## config.mk

```make
export PLATFORM = sky130hd
export DESIGN_NAME = checkerboard_pattern_texel_unit
export DESIGN_NICKNAME = d
export VERILOG_FILES = /design/src/sv/cpt_pkg.sv /design/src/sv/cpt_div_stage.sv /design/src/sv/checkerboard_pattern_texel_unit.sv
export SDC_FILE = /design/constraint.sdc
export NUM_CORES = 1
export LEC_CHECK = 0
export CAP_MARGIN = 10
export CELL_PAD_IN_SITES_DETAIL_PLACEMENT = 1
export CELL_PAD_IN_SITES_GLOBAL_PLACEMENT = 2
export CORE_UTILIZATION = 30
export DETAILED_ROUTE_END_ITERATION = 10
export DONT_BUFFER_PORTS = 1
export PLACE_DENSITY = 0.66
export SLEW_MARGIN = 5
export SYNTH_ARGS = -nofsm -noshare
export SYNTH_HDL_FRONTEND = slang
export SYNTH_SLANG_ARGS = --single-unit
```

## constraint.sdc

```tcl
create_clock -name clk_i -period 14.3 [get_ports clk_i]
set_input_delay 0.715 -clock clk_i [delete_from_list [all_inputs] [get_ports clk_i]]
set_output_delay 0.715 -clock clk_i [all_outputs]
set_load 0.01 [all_outputs]
```

## src/sv/cpt_pkg.sv

```systemverilog
package cpt_pkg;

  localparam int unsigned COORD_W = 12;
  localparam int unsigned CFG_W   = 13;
  localparam int unsigned COLOR_W = 32;
  localparam int unsigned STEP_BITS = 4;

  // Largest texture extent; wider settings saturate to it.
  localparam logic [CFG_W-1:0] MAX_DIM = 13'd4096;

  typedef enum logic [2:0] {
    CFG_TEX_WIDTH       = 3'd0,
    CFG_TEX_HEIGHT      = 3'd1,
    CFG_CELL_SIZE       = 3'd2,
    CFG_BORDER_WIDTH    = 3'd3,
    CFG_CELL_COLOR_EVEN = 3'd4,
    CFG_CELL_COLOR_ODD  = 3'd5,
    CFG_GRID_COLOR      = 3'd6
  } cfg_idx_e;

  typedef struct packed {
    logic [COORD_W-1:0] col;
    logic [COORD_W-1:0] row;
  } texel_in_t;

  typedef struct packed {
    logic [COLOR_W-1:0] color;
    logic               on_border;
    logic               out_of_range;
  } texel_out_t;

  // One axis in flight through the divider: position, partial remainder and
  // the quotient bit produced last. After the final stage that bit is the low
  // bit of the cell index, which is all the parity needs.
  typedef struct packed {
    logic [COORD_W-1:0] pos;
    logic [COORD_W-1:0] rem;
    logic               par;
  } div_lane_t;

  typedef struct packed {
    div_lane_t c;
    div_lane_t r;
  } div_pair_t;

  // Restoring division, STEP_BITS quotient bits starting at bit msb.
  // The remainder never exceeds the position, so 12 bits hold it.
  function automatic div_lane_t div_step(div_lane_t lane, logic [CFG_W-1:0] cell_len,
                                         int unsigned msb);
    div_lane_t          res;
    logic [CFG_W-1:0]   t;
    logic [COORD_W-1:0] sh;
    res = lane;
    for (int unsigned k = 0; k < STEP_BITS; k++) begin
      sh      = lane.pos >> (msb - k);
      t       = {res.rem, sh[0]};
      res.par = (t >= cell_len);
      if (res.par) begin
        t = t - cell_len;
      end
      res.rem = t[COORD_W-1:0];
    end
    return res;
  endfunction

endpackage

```

## src/sv/cpt_div_stage.sv

```systemverilog
module cpt_div_stage import cpt_pkg::*; #(
  parameter int unsigned MSB = 11
) (
  input  logic             clk_i,
  input  logic             rst_ni,
  input  logic [CFG_W-1:0] cell_i,
  input  logic             valid_i,
  output logic             stall_o,
  input  div_pair_t        data_i,
  output logic             valid_o,
  input  logic             stall_i,
  output div_pair_t        data_o
);

  logic      valid_q;
  div_pair_t data_q, data_d;

  // Hold while a result sits here and the next stage refuses it.
  assign stall_o = valid_q && stall_i;

  always_comb begin
    data_d.c = div_step(data_i.c, cell_i, MSB);
    data_d.r = div_step(data_i.r, cell_i, MSB);
  end

  always_ff @(posedge clk_i or negedge rst_ni) begin
    if (!rst_ni) begin
      valid_q <= 1'b0;
    end else if (!stall_o) begin
      valid_q <= valid_i;
    end
  end

  always_ff @(posedge clk_i) begin
    if (!stall_o && valid_i) begin
      data_q <= data_d;
    end
  end

  assign valid_o = valid_q;
  assign data_o  = data_q;

endmodule

```

## src/sv/checkerboard_pattern_texel_unit.sv

```systemverilog
// Checkerboard test pattern texel unit. Each transfer on the input channel
// carries one texel coordinate and yields exactly one transfer on the output
// channel with its packed RGBA color and the border and out-of-range flags.
// A new coordinate can be taken in every clock while in_stall_o is low; each
// coordinate passes through the three-stage divider (four quotient bits per
// stage, one lane per axis) that finds the cell index parity and the in-cell
// offset, followed by the output register. Stalls on the output back up through
// the stages only as far as they are full. Write the configuration registers
// only while no texel is in flight.
module checkerboard_pattern_texel_unit import cpt_pkg::*; (
  input  logic         clk_i,
  input  logic         rst_ni,
  input  logic         in_valid_i,
  output logic         in_stall_o,
  input  texel_in_t    in_data_i,
  output logic         out_valid_o,
  input  logic         out_stall_i,
  output texel_out_t   out_data_o,
  input  logic         cfg_valid_i,
  output logic         cfg_ready_o,
  input  logic [2:0]   cfg_index_i,
  input  logic [31:0]  cfg_data_i
);

  logic [CFG_W-1:0]   tex_width_q, tex_height_q, cell_size_q, border_width_q;
  logic [COLOR_W-1:0] color_even_q, color_odd_q, grid_color_q;

  assign cfg_ready_o = 1'b1;

  always_ff @(posedge clk_i or negedge rst_ni) begin
    if (!rst_ni) begin
      tex_width_q    <= 13'd256;
      tex_height_q   <= 13'd256;
      cell_size_q    <= 13'd32;
      border_width_q <= '0;
      color_even_q   <= '0;
      color_odd_q    <= '0;
      grid_color_q   <= '0;
    end else if (cfg_valid_i) begin
      case (cfg_idx_e'(cfg_index_i))
        CFG_TEX_WIDTH:       tex_width_q    <= cfg_data_i[CFG_W-1:0];
        CFG_TEX_HEIGHT:      tex_height_q   <= cfg_data_i[CFG_W-1:0];
        CFG_CELL_SIZE:       cell_size_q    <= cfg_data_i[CFG_W-1:0];
        CFG_BORDER_WIDTH:    border_width_q <= cfg_data_i[CFG_W-1:0];
        CFG_CELL_COLOR_EVEN: color_even_q   <= cfg_data_i;
        CFG_CELL_COLOR_ODD:  color_odd_q    <= cfg_data_i;
        CFG_GRID_COLOR:      grid_color_q   <= cfg_data_i;
        default: ;
      endcase
    end
  end

  // Effective geometry: zero cell acts as one, extents saturate.
  logic [CFG_W-1:0] cell_len, ext_w, ext_h;
  assign cell_len = (cell_size_q == '0) ? 13'd1 : cell_size_q;
  assign ext_w    = (tex_width_q  > MAX_DIM) ? MAX_DIM : tex_width_q;
  assign ext_h    = (tex_height_q > MAX_DIM) ? MAX_DIM : tex_height_q;

  // Divider pipeline.
  div_pair_t s0_data, s1_data, s2_data, s3_data;
  logic      s1_valid, s2_valid, s3_valid;
  logic      s1_stall, s2_stall, s3_stall;
  logic      out_valid_q;
  texel_out_t out_q, out_d;
  logic      out_hold;

  assign s0_data.c = '{pos: in_data_i.col, rem: '0, par: 1'b0};
  assign s0_data.r = '{pos: in_data_i.row, rem: '0, par: 1'b0};

  cpt_div_stage #(.MSB(11)) u_div_hi (
    .clk_i, .rst_ni, .cell_i(cell_len),
    .valid_i(in_valid_i), .stall_o(in_stall_o), .data_i(s0_data),
    .valid_o(s1_valid), .stall_i(s1_stall), .data_o(s1_data)
  );

  cpt_div_stage #(.MSB(7)) u_div_mid (
    .clk_i, .rst_ni, .cell_i(cell_len),
    .valid_i(s1_valid), .stall_o(s1_stall), .data_i(s1_data),
    .valid_o(s2_valid), .stall_i(s2_stall), .data_o(s2_data)
  );

  cpt_div_stage #(.MSB(3)) u_div_lo (
    .clk_i, .rst_ni, .cell_i(cell_len),
    .valid_i(s2_valid), .stall_o(s2_stall), .data_i(s2_data),
    .valid_o(s3_valid), .stall_i(s3_stall), .data_o(s3_data)
  );

  // Border and color decision.
  logic oor, bord_c, bord_r, bw_nz;
  assign bw_nz = (border_width_q != '0);
  assign oor   = ({1'b0, s3_data.c.pos} >= ext_w) || ({1'b0, s3_data.r.pos} >= ext_h);

  assign bord_c = bw_nz && ((border_width_q >= cell_len) || (border_width_q >= ext_w) ||
                  ({1'b0, s3_data.c.rem} < border_width_q) ||
                  ({1'b0, s3_data.c.pos} >= (ext_w - border_width_q)));
  assign bord_r = bw_nz && ((border_width_q >= cell_len) || (border_width_q >= ext_h) ||
                  ({1'b0, s3_data.r.rem} < border_width_q) ||
                  ({1'b0, s3_data.r.pos} >= (ext_h - border_width_q)));

  always_comb begin
    out_d.out_of_range = oor;
    out_d.on_border    = 1'b0;
    if (oor) begin
      out_d.color = color_even_q;
    end else if (bord_c || bord_r) begin
      out_d.on_border = 1'b1;
      out_d.color     = grid_color_q;
    end else if (s3_data.c.par ^ s3_data.r.par) begin
      out_d.color = color_odd_q;
    end else begin
      out_d.color = color_even_q;
    end
  end

  assign out_hold = out_valid_q && out_stall_i;
  assign s3_stall = out_hold;

  always_ff @(posedge clk_i or negedge rst_ni) begin
    if (!rst_ni) begin
      out_valid_q <= 1'b0;
    end else if (!out_hold) begin
      out_valid_q <= s3_valid;
    end
  end

  always_ff @(posedge clk_i) begin
    if (!out_hold && s3_valid) begin
      out_q <= out_d;
    end
  end

  assign out_valid_o = out_valid_q;
  assign out_data_o  = out_q;

endmodule
```

# After elaboration in Yosys (flattened, before gate mapping)
# Cells that the tools add are included.
dict set report word_totals {
  ff_bits 332
  inputBits 64
  output_inout_bits 37
  word_cells 159
}
dict set report classes {
  addsub 26
  n_lt_le_gt_ge 35
  eq_ne 6
  mux 31
  bitwise 1
  reduce_logical 32
}
# operator n
set ops {}
lappend ops {{13-bit greater-or-equal comparator} 25}
lappend ops {{12-bit 2-to-1 mux} 24}
lappend ops {{12-bit subtractor} 22}
lappend ops {{32-bit 2-to-1 mux} 3}
lappend ops {{12-bit by 13-bit greater-or-equal comparator with 1-bit output} 4}
lappend ops {{13-bit 2-to-1 mux} 3}
lappend ops {{1-bit by 13-bit greater-or-equal comparator with 1-bit output} 2}
lappend ops {{13-bit > comparator, second input constant} 2}
lappend ops {{12-bit by 13-bit less-than comparator with 1-bit output} 2}
lappend ops {{13-bit subtractor} 2}
lappend ops {{1-bit by 12-bit subtractor with 12-bit output} 2}
lappend ops {{2-bit AND reduction} 7}
lappend ops {{13-bit logical NOT} 1}
lappend ops {{13-bit nonzero test} 1}
lappend ops {{1-bit logical AND} 10}
lappend ops {{3-bit == test, second input constant} 3}
lappend ops {{1-bit logical OR} 8}
lappend ops {{3-bit by 2-bit == test with 1-bit output, second input constant} 2}
lappend ops {{1-bit logical NOT} 4}
lappend ops {{3-bit by 1-bit == test with 1-bit output, second input constant} 1}
lappend ops {{3-bit logical NOT} 1}
lappend ops {{1-bit 2-to-1 mux} 1}
lappend ops {{1-bit XOR} 1}

# Depth between registers and ports, before layout
# Gate-level depths: netlist of the first run.
dict set report depth {
  depth_word 10
  mapped_depth 46
  depth_no_buf 41
}

# Modules after synthesis
# A second synthesis of the first run with hierarchy kept.
dict set report unflattened {
  hier_cells 3216
  area_unflattened_um2 31758.0
}
# module n_inst cells_each area_each_um2 seq_area_each_um2
set modules_own_cells {}
lappend modules_own_cells {checkerboard_pattern_texel_unit 1 905 10606.4 4753.3}
lappend modules_own_cells {{cpt_div_stage at u_div_mid} 1 761 7104.3 1526.5}
lappend modules_own_cells {{cpt_div_stage at u_div_hi} 1 762 7036.7 1526.5}
lappend modules_own_cells {{cpt_div_stage at u_div_lo} 1 788 7010.5 1526.5}

# Worst setup path after synthesis of the first run
# OpenSTA, ideal clock, no wires.
dict set report synth_timing {
  path_kind {register to register}
  startpoint {register cell_size_q[8]}
  endpoint {register u_div_mid.data_q (netlist bit u_div_mid.data_o[30]), data pin}
  setup_time_ns 0.260
  t_arrival_ns 9.413
  required_time_ns 14.040
  slack_ns 4.628
  stages_incl_launch_ff 45
  path_buffers 7
  period_less_slack_ns 9.672
  path_cell_list {dfrtp_1 nor4_1 and3_1 clkbuf_1 or2_2 ha_1 nand2b_1 a21oi_1 nor3_1 o21ai_1 o2111ai_1 a21o_1 clkbuf_1 buf_2 mux2i_1 inv_1 ha_1 or2_2 [9 not listed] nor2b_1 o31a_1 o41ai_1 a311oi_1 o31ai_2 buf_2 nor2_1 a221o_1 ha_1 a21oi_1 a31oi_1 a41oi_1 a21oi_1 a211o_1 a21o_1 clkbuf_1 clkbuf_1 mux2_2}
}
# item line
set synth_rtl {}
lappend synth_rtl {{start, declared} checkerboard_pattern_texel_unit.sv:25} ;# logic [CFG_W-1:0] tex_width_q, tex_height_q, cell_size_q, border_width_q;
lappend synth_rtl {{start signal, assigned} checkerboard_pattern_texel_unit.sv:43} ;# CFG_CELL_SIZE: cell_size_q <= cfg_data_i[CFG_W-1:0];
lappend synth_rtl {{end signal, assigned} cpt_div_stage.sv:36} ;# data_q <= data_d;
lappend synth_rtl {{end, declared} cpt_div_stage.sv:16} ;# div_pair_t data_q, data_d;

==> results of run 1 <==
-- through the flow --
stage	hold WS, ns	util	cells	instance area, µm²	worst slack, ns
final	0.0967	0.336	4339	33000	2.44
after global routing	0.139	0.336	4339	33000	1.29
after CTS	0.130	0.336	4338	33000	2.40
after global placement	0.404	0.321	4255	31500	2.98
after floorplan	0.400	-	2978	29700	4.63
after detailed placement	0.407	0.321	4255	31500	2.47
-- cells in the mapped netlist, types with 16 or more instances --
cell / count / area share
a211oi_1: 25 / 0.0063
a21o_1: 89 / 0.022
a21oi_1: 196 / 0.033
a221o_1: 35 / 0.012
a31oi_1: 16 / 0.0034
and3_1: 23 / 0.0048
buf_2: 17 / 0.0029
clkbuf_1: 35 / 0.0044
dfrtp_1: 149 / 0.13
edfxtp_1: 180 / 0.18
fa_1: 24 / 0.016
ha_1: 401 / 0.17
inv_1: 166 / 0.021
mux2_2: 299 / 0.11
mux2i_1: 31 / 0.010
nand2_1: 111 / 0.014
nand2b_1: 63 / 0.013
nand3_1: 41 / 0.0069
nand4_1: 57 / 0.012
nor2_1: 179 / 0.023
nor2b_1: 93 / 0.020
nor3_1: 81 / 0.014
nor4_1: 16 / 0.0034
o21a_1: 51 / 0.013
o21ai_0: 148 / 0.025
o21bai_1: 23 / 0.0058
o31a_1: 18 / 0.0053
or2_2: 20 / 0.0042
xnor2_1: 131 / 0.039
xor2_1: 77 / 0.023
-- layout by cell type (no fill, tap or decap), types with 23 or more instances in the layout --
cell type and n:
buf_4 47, and3_1 23, ha_1 401, nor2b_1 92
nand4_1 57, nor2_1 179, o21a_1 51, a21o_1 89
clkbuf_16 44, inv_1 165, mux2i_1 31, edfxtp_1 180
nand2_1 111, o21ai_0 147, dfrtp_1 149, nor3_1 79
nand2b_1 63, mux2_2 299, fa_1 24, xnor2_1 131
a221o_1 35, xor2_1 77, a211oi_1 25, a21oi_1 195
o21bai_1 23, nand3_1 41
-- kinds of logic after synthesis --
family | Yosys count | share of synthesized area
flops | 332 | 0.310
xor+xnor | 208 | 0.0613
mux | 336 | 0.127
other cells | 1 | 0.000126
simple gates | 729 | 0.126
fa+ha+maj | 425 | 0.185
compound gates | 723 | 0.162
buf+inv | 224 | 0.0294
-- worst min-delay path by stage --
stage / start / to / slack, ns / depth (start not counted)
after floorplan: u_div_mid.data_o[17] / u_div_lo.data_o[17] / 0.40 / 0
after global placement: u_div_hi.data_o[24] / u_div_mid.data_o[24] / 0.40 / 0
after detailed placement: u_div_mid.data_o[45] / u_div_lo.data_o[45] / 0.41 / 0
after CTS: rst_ni / color_odd_q[5] / 0.13 / 1
after global routing: rst_ni / color_odd_q[20] / 0.14 / 1
final: rst_ni / color_even_q[20] / 0.1 / 1
-- registers in the layout, summed over array words and instances, names as in the netlist --
name / flops
border_width_q: 13
cell_size_q: 13
color_even_q: 32
color_odd_q: 32
grid_color_q: 32
out_data_o: 34
out_valid_o: 1
tex_height_q: 13
tex_width_q: 13
u_div_hi.data_o: 48
u_div_hi.valid_o: 1
u_div_lo.data_o: 50
u_div_lo.valid_o: 1
u_div_mid.data_o: 48
u_div_mid.valid_o: 1
-- repair_timing --
action,CTS,global route
setup buffers,0,0
resized for setup,0,0
hold buffers,1,0
endpoints found under the hold margin,152,0
-- layer usage --
layer / share of wire / routed length, µm / vias up / GRT usage
li1: - / - / 11200 / -
met1: 0.45 / 44200 / 11900 / 0.247
met2: 0.50 / 48600 / 294 / 0.348
met3: 0.027 / 2680 / 134 / 0.0232
met4: 0.027 / 2680 / 0 / 0.0591
met5: 0 / 0 / - / 0
-- critical path: cells and delay by family, from the launching register on --
family          cells  cell delay (ns)
compound gates     20             5.47
simple gates       11             2.61
fa+ha+maj           4             1.15
buf+inv             5             1.08
mux                 2             0.84
flops               1             0.36
-- cell type report --
| cell class | instances | area (µm²) |
|---|---|---|
| clock inverters | 26 | 282 |
| repair buffers | 48 | 380 |
| clock buffers | 56 | 1190 |
| multi-input cells | 2422 | 19700 |
| well taps | 1287 | 1610 |
| inverters | 168 | 631 |
| flip-flops and latches | 332 | 9210 |
| fillers | 11100 | 65300 |
==> results.py, run 1 <==
metrics = {
    "worst_setup_path": {
        "cp.required_ns": 14.64,
        "endpoint": "u_div_mid.data_o[27]",
        "timing.rr.end": "u_div_mid.data_o[27]",
        "reg2reg_from": "cell_size_q[1]",
        "path_max_fanout": 22,
        "end_kind": "flip-flop",
        "reg2reg_slack_ns": 2.44,
        "critical_path.most_common_cell": "a21oi_1",
        "cp_slowest_stage_delay_ns": 0.66,
        "cp.arrival_ns": 12.20,
        "critical_path.startpoint": "cell_size_q[1]",
        "reg2reg_depth": 42,
        "startpoint_type": "flip-flop",
        "cp_slowest_cell": "and3_1",
        "worstSetupPathType": "flip-flop to flip-flop",
    },
    "route": {
        "post_drt_wl_per_cell_um": 22.6,
        "vias_per_cell": 5.42,
        "drt_wl_total_mm": 98.2,
        "ant_nets": 0,
        "firstDrtPassIters": 4,
        "vias": 23500,
        "drtIter0Drc": 915,
        "drc": 0,
    },
    "timing": {
        "period_needed_ns": 11.86,
        "tns_ns": 0,
        "finalCritPeriodShare": 0.829,
        "relSlewSlack": 0.223,
        "grt_setup_unrepaired": "false",
        "final-hold-violation-count": 0,
        "worstMarginPinSlew_ns": 1.16,
        "report.final.slew_viol_count": 0,
        "skew_ns": 0.0289,
        "clock.fmax_ghz": 0.0843,
        "setup_violations": 0,
    },
    "clocking": {
        "numCtsBuffers": 44,
        "cts_tree": "done",
        "clock_latency_ns": 0.62,
        "clock_path_buffers": 3,
        "cts.htree.levels": 2,
        "clkSlewWorstSetupHoldPaths_ns": 0.06,
        "root_buffer": "clkbuf_16",
        "clock_sinks": 332,
    },
    "layout": {
        "fin_nets": 3505,
        "syn2layout_area_growth_pct": 11.0,
        "antenna_cells": 0,
        "drive_above_1_share": 0.159,
    },
    "yosys": {
        "ys.flop_type": "edfxtp_1",
        "synth-seq-area-share": 0.310,
        "ys_ff_latch": 332,
        "synthDistinctLibCells": 87,
        "syn-num-nets": 3467,
        "synth_warnings": 0,
        "syn_area_per_cell_um2": 9.98,
        "synth_area_mm2": 0.0297,
        "async_flop_share": 0.458,
        "synth-edff-count": 180,
        "synth_cells": 2978,
    },
    "min_path": {
        "hold_class": "input pin to asynchronous set/reset pin",
    },
    "global_routing": {
        "track_usage": 0.196,
        "grt_overflow_total": 0,
        "grt_pass1_vias": 25700,
        "grt_pass1_wl_mm": 152,
        "antenna_found_initial": 3,
        "grt_max_degree": 153,
    },
    "die": {
        "rows": 115,
        "die_h_um": 317,
        "chipWidth_um": 317,
        "ios": 101,
        "core_area_mm2": 0.0983,
        "start_util": 0.303,
        "dieArea_mm2": 0.100,
    },
    "place": {
        "dp_hpwl_mm": 75.2,
        "finalWeightedCongestion": 0.861,
        "portBuffers": 0,
    },
    "run_status": {
        "status": "completed",
    },
    "job": {
        "maxCapViolCount": 0,
    },
}
Power of run 1 is left out: the tool's default activity adds up to more than one toggle a clock period on the data nets, which glitch-free logic cannot reach.
==> inputs of run 2 (changes only) <==
Settings changed: PLACE_DENSITY 0.66 to 0.68.
Clock period 14.3 ns to 10.9 ns, I/O delays scaled along.
==> results.py, run 2 (synthesized netlist as in run 1, its figures left out) <==
metrics = {
    "run_status": {
        "status": "completed",
    },
    "clocking": {
        "numCtsBuffers": 43,
        "clkSlewWorstSetupHoldPaths_ns": 0.06,
        "clock_sinks": 332,
        "root_buffer": "clkbuf_16",
        "cts_setup_buffers": 0,
        "cts_tree": "done",
        "clock_latency_ns": 0.61,
        "cts.htree.levels": 2,
        "clock_path_buffers": 3,
    },
    "timing": {
        "grt_setup_unrepaired": "false",
        "finalCritPeriodShare": 0.931,
        "clock.fmax_ghz": 0.0985,
        "relSlewSlack": 0.243,
        "setup_violations": 0,
        "final-hold-violation-count": 0,
        "worstMarginPinSlew_ns": 1.13,
        "tns_ns": 0,
        "layout_setup_ws_ns": 0.750,
        "skew_ns": 0.0353,
        "report.final.slew_viol_count": 0,
        "period_needed_ns": 10.15,
    },
    "layout": {
        "final_cell_mix": "ha_1 (401), mux2_2 (299), a21oi_1 (195)",
        "largest_reg_flops": 50,
        "layout_commonest_cell": "ha_1",
        "syn2layout_area_growth_pct": 11.8,
        "fin_nets": 3519,
        "fillers": 11200,
        "drive_above_1_share": 0.162,
    },
    "place": {
        "portBuffers": 0,
        "place_ws_ns": 0.511,
        "dp_hpwl_mm": 73.3,
        "finalWeightedCongestion": 0.861,
    },
    "worst_setup_path": {
        "cp_slowest_cell": "dfstp_2",
        "worstSetupPathType": "flip-flop to flip-flop",
        "cp.required_ns": 11.24,
        "cp.arrival_ns": 10.49,
        "reg2reg_from": "cell_size_q[5]",
        "reg2reg_depth": 40,
        "startpoint_type": "flip-flop",
        "cp_slowest_stage_delay_ns": 0.54,
        "path_max_fanout": 24,
        "timing.rr.end": "u_div_mid.data_o[8]",
        "reg2reg_slack_ns": 0.75,
        "end_kind": "flip-flop",
    },
    "die": {
        "die_h_um": 317,
        "dieArea_mm2": 0.100,
        "chipWidth_um": 317,
        "start_util": 0.303,
        "core_area_mm2": 0.0983,
        "rows": 115,
        "ios": 101,
    },
    "global_routing": {
        "grt_overflow_total": 0,
        "grtUsageMet2": 0.333,
        "gr-usage-met3": 0.0290,
        "track_usage": 0.193,
        "antenna_found_initial": 11,
        "busiest_layer": "met2",
        "use_met1": 0.250,
        "grt_pass1_wl_mm": 147,
        "grt_max_degree": 153,
        "grt_pass1_vias": 24300,
    },
    "route": {
        "drc": 0,
        "ant_nets": 0,
        "vias_per_cell": 5.31,
        "drt_wl_total_mm": 97.4,
        "drtIter0Drc": 912,
        "post_drt_wl_per_cell_um": 22.4,
        "vias": 23100,
        "firstDrtPassIters": 5,
    },
    "min_path": {
        "hold_class": "input pin to flip-flop",
        "worstHoldEndpoint": "u_div_hi.data_o[24]",
        "whs_path_depth": 0,
        "hp-start": "in_data_i[11]",
    },
    "job": {
        "maxCapViolCount": 0,
    },
}
run 2: cell count changes in the layout (fill, tap and decap cells not counted), sizes merged:
cell         change
diode            +2
dlygate4sd3     +10
buf              +5
clkinv           +3
bufinv           +4
clkinvlp         +2
clkbuf           -6
inv              -6
run 2: how the worst max path moves through the flow:
stage / from / to / slack [ns] / cells after the start
CTS: cell_size_q[8] / u_div_lo.data_o[32] / 0.44 / 38
floorplan: cell_size_q[8] / u_div_mid.data_o[30] / 1.23 / 44
global route: cell_size_q[8] / u_div_mid.data_o[4] / 0.006 / 40
global placement: cell_size_q[8] / u_div_lo.data_o[27] / 0.58 / 36
finish: cell_size_q[5] / u_div_mid.data_o[8] / 0.75 / 40
detailed placement: cell_size_q[5] / u_div_mid.data_o[10] / 0.51 / 40
run 2: final cells by class:
class | instances | area (µm²) | share of cell area
inverters | 168 | 631 | 0.0190
multi-input cells | 2422 | 19700 | 0.594
flip-flops and latches | 332 | 9210 | 0.277
repair buffers | 63 | 531 | 0.0160
well taps | 1287 | 1610 | 0.0485
clock buffers | 50 | 1120 | 0.0338
diodes | 2 | 5.00 | 0.000151
clock inverters | 29 | 373 | 0.0112
run 2: what timing repair did:
item / 4_1_cts / 5_1_grt
hold buffers: 11 / 0
endpoints found under the setup margin: 0 / 48
hold endpoints to repair: 161 / 0
gates resized for setup: 0 / 7
run 2: worst max-delay path: cells and delay by family (launching register included):
kind	cells	cell delay, ns
and+or+nand+nor	8	1.21
AOI/OAI and AO/OA	20	4.63
buffers and inverters	4	0.82
DFF	1	0.54
adders and majority gates	4	1.14
muxes	4	1.55
run 2: metrics by stage:
step | std cells | area (µm²) | hold slack, ns | utilization
after floorplan | 2978 | 29700 | 0.249 | -
after global placement | 4261 | 31600 | 0.252 | 0.321
after detailed placement | 4261 | 31600 | 0.253 | 0.321
after CTS | 4351 | 33200 | 0.00909 | 0.338
after global routing | 4352 | 33200 | 0.0213 | 0.338
final | 4353 | 33200 | 0.0441 | 0.338
run 2: layer usage:
metal  share of wire  up-vias
met5         0.00013        -
met4           0.027        2
met3           0.037      131
met2            0.48      327
met1            0.46    11400
li1                -    11300
Power of run 2 is left out for the same reason.
